## src/rtl/paragraph_aware_text_chunker_macros.svh

```systemverilog
// ----------------------------------------------------------------------------
// Paragraph-aware text chunker: assertion macros
// Shared concurrent assertion forms, clocked on clk and quiet during reset.
// ----------------------------------------------------------------------------
`ifndef PARAGRAPH_AWARE_TEXT_CHUNKER_MACROS_SVH
`define PARAGRAPH_AWARE_TEXT_CHUNKER_MACROS_SVH

// Same-cycle implication
`define PTC_ASSERT_NOW(lbl, ante, cons, msg) \
  lbl: assert property (@(posedge clk) disable iff (!rst_n) (ante) |-> (cons)) \
    else $error(msg);

// Next-cycle implication
`define PTC_ASSERT_NEXT(lbl, ante, cons, msg) \
  lbl: assert property (@(posedge clk) disable iff (!rst_n) (ante) |=> (cons)) \
    else $error(msg);

`endif

```

## src/rtl/ptc_pkg.sv

```systemverilog
// ----------------------------------------------------------------------------
// Paragraph-aware text chunker: package
// Field widths, character codes and the queued result record.
// ----------------------------------------------------------------------------
package ptc_pkg;

  localparam int unsigned LIMIT_W = 24;
  localparam int unsigned START_W = 32;
  localparam int unsigned LEN_W   = 25;
  localparam int unsigned BYTE_W  = 8;

  localparam logic [BYTE_W-1:0]  NEWLINE     = 8'h0A;
  localparam logic [LIMIT_W-1:0] LIMIT_RESET = 24'd4096;

  // Result queue depth and pointer widths
  localparam int unsigned QDEPTH = 4;
  localparam int unsigned QPTR_W = 2;
  localparam int unsigned QCNT_W = 3;

  typedef struct packed {
    logic [START_W-1:0] start;
    logic [LEN_W-1:0]   length;
    logic               final_chunk;
    logic               last_of_run;
    logic               overflow;
  } chunk_res_t;

endpackage

```

## src/rtl/paragraph_aware_text_chunker.sv

```systemverilog
// ----------------------------------------------------------------------------
// Paragraph-aware text chunker
// Splits a byte stream into chunks near a size limit, preferring paragraph
// breaks, then line breaks, then a hard cut.
// ----------------------------------------------------------------------------
//  channel | dir | handshake               | payload
//  --------+-----+-------------------------+---------------------------------
//  in_     | in  | in_tvalid / in_tready   | tdata text_byte, tlast end_of_text
//  out_    | out | out_tvalid / out_tready | tdata start+length, tuser flags,
//          |     |                         | tlast last_of_run
//  cfg_    | in  | cfg_valid / cfg_ready   | cfg_data chunk_limit
//
// One byte is taken per cycle; its zero, one or two chunk records are
// computed in the same cycle and land in a four-entry result queue.
// The queue drains one record per cycle while out_tready is high; a byte that
// yields two records takes two transfers. Input stalls only when fewer than two
// slots are free. Synchronous active-low reset clears the text state, the queue
// and sets the limit to 4096. cfg_ready is always high.
// ----------------------------------------------------------------------------
`include "paragraph_aware_text_chunker_macros.svh"

module paragraph_aware_text_chunker
  import ptc_pkg::*;
#(
  parameter int unsigned POSITION_BITS = 32
) (
  input  logic                  clk,
  input  logic                  rst_n,
  // configuration write
  input  logic                  cfg_valid,
  output logic                  cfg_ready,
  input  logic [LIMIT_W-1:0]    cfg_data,     // chunk_limit
  // text bytes
  input  logic                  in_tvalid,
  output logic                  in_tready,
  input  logic [7:0]            in_tdata,     // [7:0] text_byte
  input  logic                  in_tlast,     // end_of_text
  // chunk records
  output logic                  out_tvalid,
  input  logic                  out_tready,
  output logic [63:0]           out_tdata,    // [31:0] chunk_start, [56:32] chunk_length
  output logic [1:0]            out_tuser,    // [0] final_chunk, [1] position_overflow
  output logic                  out_tlast     // last_of_run
);

  localparam int unsigned PW = POSITION_BITS;
  localparam int unsigned CW = (PW > LEN_W) ? PW : LEN_W;

  // Text state
  logic [PW-1:0]      pos_r, pos_nxt;
  logic [PW-1:0]      start_r, start_nxt;
  logic [PW-1:0]      nl_r, nl_nxt;
  logic               nl_valid_r, nl_valid_nxt;
  logic [PW-1:0]      pair_r, pair_nxt;
  logic               pair_valid_r, pair_valid_nxt;
  logic               prev_nl_r, prev_nl_nxt;
  logic               ovf_r, ovf_nxt;
  logic [LIMIT_W-1:0] lim_r;

  // Result queue
  chunk_res_t         q_r [QDEPTH];
  logic [QPTR_W-1:0]  wr_ptr_r, rd_ptr_r;
  logic [QCNT_W-1:0]  cnt_r;

  // Step logic
  logic               in_fire, out_fire;
  logic               is_nl, eot;
  logic [LIMIT_W-1:0] lim_eff;
  logic [PW-1:0]      pos_off, pos_inc;
  logic               pair_hit, pair_vld, pair_ok, nl_vld, nl_ok;
  logic [PW-1:0]      pair_pos, nl_pos, pair_off, nl_off;
  logic               at_lim, at_lim1, cut_made, rest;
  logic [PW-1:0]      cut, cut_len, fin_base, fin_len;
  chunk_res_t         res0, res1;
  logic [1:0]         n_push;
  logic               text_idle;

  assign cfg_ready = 1'b1;
  assign in_fire   = in_tvalid & in_tready;
  assign out_fire  = out_tvalid & out_tready;
  assign in_tready = (cnt_r <= QCNT_W'(QDEPTH - 2));

  // Text state back at its start-of-text values
  assign text_idle = (pos_r == '0) && (start_r == '0) && !nl_valid_r && !pair_valid_r;

  // Evaluate one byte against the open chunk
  always_comb begin
    is_nl    = (in_tdata == NEWLINE);
    eot      = in_tlast;
    lim_eff  = (lim_r == '0) ? LIMIT_W'(1) : lim_r;
    pos_off  = pos_r - start_r;
    pos_inc  = pos_r + PW'(1);

    nl_pos   = is_nl ? pos_r : nl_r;
    nl_vld   = is_nl | nl_valid_r;
    pair_hit = is_nl & prev_nl_r;
    pair_pos = pair_hit ? (pos_r - PW'(1)) : pair_r;
    pair_vld = pair_hit | pair_valid_r;

    pair_off = pair_pos - start_r;
    nl_off   = nl_pos - start_r;
    pair_ok  = pair_vld && (pair_off != '0) && (pair_off <= pos_off);
    nl_ok    = nl_vld && (nl_off != '0) && (nl_off <= pos_off);

    at_lim1  = (CW'(pos_off) == (CW'(lim_eff) + CW'(1)));
    at_lim   = (CW'(pos_off) == CW'(lim_eff));
    cut_made = at_lim1 | (at_lim & (~is_nl | eot));

    // Pick the cut: paragraph, then line (not after waiting), then hard
    if (pair_ok) begin
      cut = pair_pos + PW'(1);
    end else if (!at_lim1 && nl_ok) begin
      cut = nl_pos + PW'(1);
    end else begin
      cut = pos_r;
    end

    rest     = ~cut_made | (cut != pos_inc);
    cut_len  = cut - start_r;
    fin_base = cut_made ? cut : start_r;
    fin_len  = pos_inc - fin_base;

    ovf_nxt  = ovf_r | ((pos_r == '1) & ~eot);

    res1.start       = 32'(fin_base);
    res1.length      = LEN_W'(fin_len);
    res1.final_chunk = 1'b1;
    res1.last_of_run = 1'b1;
    res1.overflow    = ovf_nxt;

    if (cut_made) begin
      res0.start       = 32'(start_r);
      res0.length      = LEN_W'(cut_len);
      res0.final_chunk = eot & ~rest;
      res0.last_of_run = ~(eot & rest);
      res0.overflow    = ovf_nxt;
    end else begin
      res0 = res1;
    end

    n_push = {1'b0, cut_made} + {1'b0, eot & rest};

    // Advance or clear the text state
    if (eot) begin
      pos_nxt        = '0;
      start_nxt      = '0;
      nl_nxt         = '0;
      nl_valid_nxt   = 1'b0;
      pair_nxt       = '0;
      pair_valid_nxt = 1'b0;
      prev_nl_nxt    = 1'b0;
    end else begin
      pos_nxt        = pos_inc;
      start_nxt      = cut_made ? cut : start_r;
      nl_nxt         = nl_pos;
      nl_valid_nxt   = nl_vld;
      pair_nxt       = pair_pos;
      pair_valid_nxt = pair_vld;
      prev_nl_nxt    = is_nl;
    end
  end

  // Hold text state and limit
  always_ff @(posedge clk) begin
    if (!rst_n) begin
      pos_r        <= '0;
      start_r      <= '0;
      nl_r         <= '0;
      nl_valid_r   <= 1'b0;
      pair_r       <= '0;
      pair_valid_r <= 1'b0;
      prev_nl_r    <= 1'b0;
      ovf_r        <= 1'b0;
      lim_r        <= LIMIT_RESET;
    end else begin
      if (cfg_valid && cfg_ready) begin
        lim_r <= cfg_data;
      end
      if (in_fire) begin
        pos_r        <= pos_nxt;
        start_r      <= start_nxt;
        nl_r         <= nl_nxt;
        nl_valid_r   <= nl_valid_nxt;
        pair_r       <= pair_nxt;
        pair_valid_r <= pair_valid_nxt;
        prev_nl_r    <= prev_nl_nxt;
        ovf_r        <= ovf_nxt;
      end
    end
  end

  // Queue control: push up to two records, drop one per output transaction
  always_ff @(posedge clk) begin
    if (!rst_n) begin
      wr_ptr_r <= '0;
      rd_ptr_r <= '0;
      cnt_r    <= '0;
    end else begin
      if (in_fire) begin
        wr_ptr_r <= wr_ptr_r + QPTR_W'(n_push);
      end
      if (out_fire) begin
        rd_ptr_r <= rd_ptr_r + QPTR_W'(1);
      end
      cnt_r <= cnt_r + (in_fire ? QCNT_W'(n_push) : '0) - QCNT_W'(out_fire);
    end
  end

  // Queue payload
  always_ff @(posedge clk) begin
    if (in_fire && (n_push != 2'd0)) begin
      q_r[wr_ptr_r] <= res0;
    end
    if (in_fire && (n_push == 2'd2)) begin
      q_r[wr_ptr_r + QPTR_W'(1)] <= res1;
    end
  end

  // Present the queue head
  always_comb begin
    out_tvalid = (cnt_r != '0);
    out_tdata  = {7'b0, q_r[rd_ptr_r].length, q_r[rd_ptr_r].start};
    out_tuser  = {q_r[rd_ptr_r].overflow, q_r[rd_ptr_r].final_chunk};
    out_tlast  = q_r[rd_ptr_r].last_of_run;
  end

  `PTC_ASSERT_NOW(a_q_bound, 1'b1, cnt_r <= QCNT_W'(QDEPTH), "result queue overrun")
  `PTC_ASSERT_NEXT(a_eot_clear, in_fire && in_tlast, text_idle, "text state not cleared")
  `PTC_ASSERT_NEXT(a_run_tail, out_fire && !out_tlast, out_tvalid, "second record of a byte missing")
  `PTC_ASSERT_NEXT(a_ovf_sticky, ovf_r, ovf_r, "overflow flag dropped")

endmodule

```

## config.mk

```make
export PLATFORM = sky130hd
export DESIGN_NAME = paragraph_aware_text_chunker
export DESIGN_NICKNAME = d
export VERILOG_FILES = /design/src/rtl/ptc_pkg.sv /design/src/rtl/paragraph_aware_text_chunker.sv
export VERILOG_INCLUDE_DIRS = /design/src /design/src/rtl
export SDC_FILE = /design/constraint.sdc
export NUM_CORES = 2
export LEC_CHECK = 0
export CORE_MARGIN = 2
export CORE_UTILIZATION = 55
export DETAILED_ROUTE_END_ITERATION = 10
export DONT_BUFFER_PORTS = 1
export PLACE_DENSITY = 0.76
export SYNTH_ARGS = -nofsm -noshare
export SYNTH_HDL_FRONTEND = slang
export SYNTH_SLANG_ARGS = --single-unit
```

## constraint.sdc

```tcl
create_clock -name clk -period 12.2 [get_ports clk]
set_clock_uncertainty 0.15 [all_clocks]
set_input_delay 1.22 -clock clk [delete_from_list [all_inputs] [get_ports clk]]
set_output_delay 1.22 -clock clk [all_outputs]
set_load 0.01 [all_outputs]
```

==> results.cfg <==
[run_status]
status = completed

[yosys]
synth_top_cells_by_count = 340 x nand2_1, 239 x a21oi_1, 239 x nor2_1, 239 x o22ai_1, 232 x edfxtp_1
synth_area_leaders = edfxtp_1 20%, dfxtp_1 10%, ha_1 7.7%
netlist.area_leader.share_pct = 20.2
syn_inst = 3990
ys_types = 106
yosys_register_bits = 405
ys_seq_area_share_pct = 30.3
ys_warn_count = 0
ys_async_sr_fraction_pct = 0
syn_area_mm2 = 0.0344
avgSynthCellArea_um2 = 8.63
yosysTopAreaCell = edfxtp_1
synthFlopType = edfxtp_1
synth_edf_count = 232
yosysMostFrequentCell = nand2_1

[setup_path]
arrival_ns = 11.56
slowest_stage = a2111oi_2
crit_top_cell = a21oi_1
max_stage_delay_ns = 0.43
r2r_end = q_r[1][27]
endpoint_kind = flop
cp-startpoint = pos_r[0]
required_ns = 12.37
r2r_cells = 54
r2r_setup_slack_ns = 0.82
cp-start-kind = flop
r2r_start = pos_r[0]
critPathKind = flop to flop
crit_fanout = 13

[floorplan]
die_x_um = 254
die-area_mm2 = 0.0646
ioPinCount = 108
initial_utilization_pct = 55.7
die_y_um = 254
num_rows = 91
core_area_mm2 = 0.0618

[cts]
insertion_delay_ns = 0.61
cts-root-buf = clkbuf_16
clockBufferDepth = 3
postCtsHoldBufs = 0
cts.sinks = 405
numCtsBuffers = 45
cts_tree = built
clkTransAtPathRegs_ns = 0.07
htreeDepth = 2

[hold_path]
hold-path-cell-count = 2
min_to = q_r[0][2]
min_from = q_r[0][2]
min_path_type = flop to flop

[sta]
min_period_ns = 11.38
tns_ns = 0
fin_ws_ns = 0.815
setup_viol = 0
hold_viol = 0
fmax_mhz = 87.8
rsz0062_at_grt = false
layout_worst_path_cycle_share_pct = 93.3
slew_headroom_pct = 23.3
worst_slew_pin_slew_ns = 1.14
finalMaxSlewViolations = 0
hold_slack_ns = 0.336

[detailed_routing]
dr_total_vias = 32800
first_iter_violations = 4249
first_pass_iters = 8
drc_errors = 0
drt-total-wl_um = 121000
drtAntennaViolNets = 0
vias_per_cell = 6.84
routedWlPerCell_um = 25.3

[grt]
gr-usage-all-layers_pct = 36.6
overflow = 0
grt_pass1_wl_um = 182000
antenna_found_initial = 2
grt_max_degree = 164
grt_pass1_vias = 30900

[layout]
final_util_pct = 60.4
syn2layout_area_growth_pct = 8.38
layout.nets = 4174
num-fill-cells = 5364
final_layout_size_suffix_gt1_share_pct = 9.56

[run]
max_cap_violations = 0

[pwr]
p_sw_w = 0.00109
leakagePower_nw = 14.5
combPwrFrac_pct = 18.5
power_w = 0.00378
p_int_w = 0.00269
p_clk_share_pct = 41.1
power.density_mw_per_mm2 = 101
irDropWorstVdd_uv = 96.9
pwr-share-seq_pct = 40.5
swShare_pct = 28.7

[place]
post-place-ws_ns = 0.244
port_buffers = 0
gp_congestion = 1.03
dp_hpwl_um = 91000
-- kinds of logic after synthesis --
group                      Yosys count  synth area share (%)
muxes                              162                  7.01
xor gates and xnor gates           304                  8.26
AOI/OAI and AO/OA                 1156                  21.7
adders and majority gates          223                  8.18
and+or+nand+nor                   1314                  19.5
DFF                                405                  30.3
buffers and inverters              424                  4.95
other                                2                0.0218
-- how the worst max path moves through the flow --
stage,endpoint,cells after the start
2_1_floorplan,q_r[3][27],55
3_3_place_gp,q_r[3][27],50
3_5_place_dp,q_r[1][27],50
4_1_cts,q_r[1][27],54
5_1_grt,q_r[1][27],55
6_report,q_r[1][27],54
-- placed cells by master, fill, tap and decap left out, types with 114 or more instances in the layout --
cell type	Yosys	layout
edfxtp_1	232	232
nor2b_1	114	114
o22ai_1	239	239
a21oi_1	239	232
buf_4	21	125
xnor2_1	199	199
dfxtp_1	173	170
inv_1	171	171
nand2_1	340	334
o21ai_0	213	206
ha_1	212	210
nor2_1	239	238
-- power groups by stage --
stage / clock [W] / sequential, W / combinational, W
after detailed placement: 0 / 0.00156 / 0.000683
after CTS: 0.00155 / 0.00153 / 0.000686
after global routing: 0.00160 / 0.00154 / 0.000741
after floorplan: 0 / 0.00153 / 0.000533
final: 0.00155 / 0.00153 / 0.000698
after global placement: 0 / 0.00156 / 0.000672
-- metrics by stage --
step	area (um^2)	instances
global route	37300	4790
global placement	35500	4707
detailed placement	35500	4707
floorplan	34500	3996
CTS	37200	4788
finish	37300	4791
-- final cells by class --
type	count	area, um^2	share of cell area [%]
Inverter	171	642	1.72
Tap cell	837	1050	2.81
Sequential cell	405	10400	28.0
Timing Repair Buffer	129	1020	2.73
Clock buffer	59	1280	3.43
Antenna cell	1	2.50	0.00671
Multi-Input combinational cell	3167	22500	60.3
Clock inverter	22	385	1.03
-- routing by layer --
metal  vias to the layer above  part of all wire [%]  track usage (%)
met5                         -                0.0099                0
met4                         2                   5.4             17.3
met3                       391                    11             6.25
met2                      2112                    46             59.8
met1                     15500                    38             47.2
li1                      14800                     -                -
-- registers in the layout, indices dropped and copies added (netlist names), named ones only --
| name | count |
|---|---|
| cnt_r | 3 |
| nl_r | 32 |
| lim_r | 24 |
| nl_valid_r | 1 |
| pos_r | 32 |
| start_r | 32 |
| wr_ptr_r | 2 |
| pair_r | 32 |
| pair_valid_r | 1 |
| rd_ptr_r | 2 |
| ovf_r | 1 |
| q_r | 240 |
| prev_nl_r | 1 |
-- critical path: cells and delay by family, from the launching register on --
kind / cells / cell delay (ns)
xor+xnor: 3 / 0.62
fa+ha+maj: 5 / 1.59
buf+inv: 7 / 0.95
flops: 1 / 0.42
compound gates: 28 / 5.59
simple gates: 11 / 1.74
-- repair_timing --
item | in CTS | in global routing
setup endpoints to repair | 0 | 92
resized for setup | 0 | 35
endpoints found under the hold margin | 0 | 0
buffers inserted | 0 | 2
(Power assumes the default switching activity.)
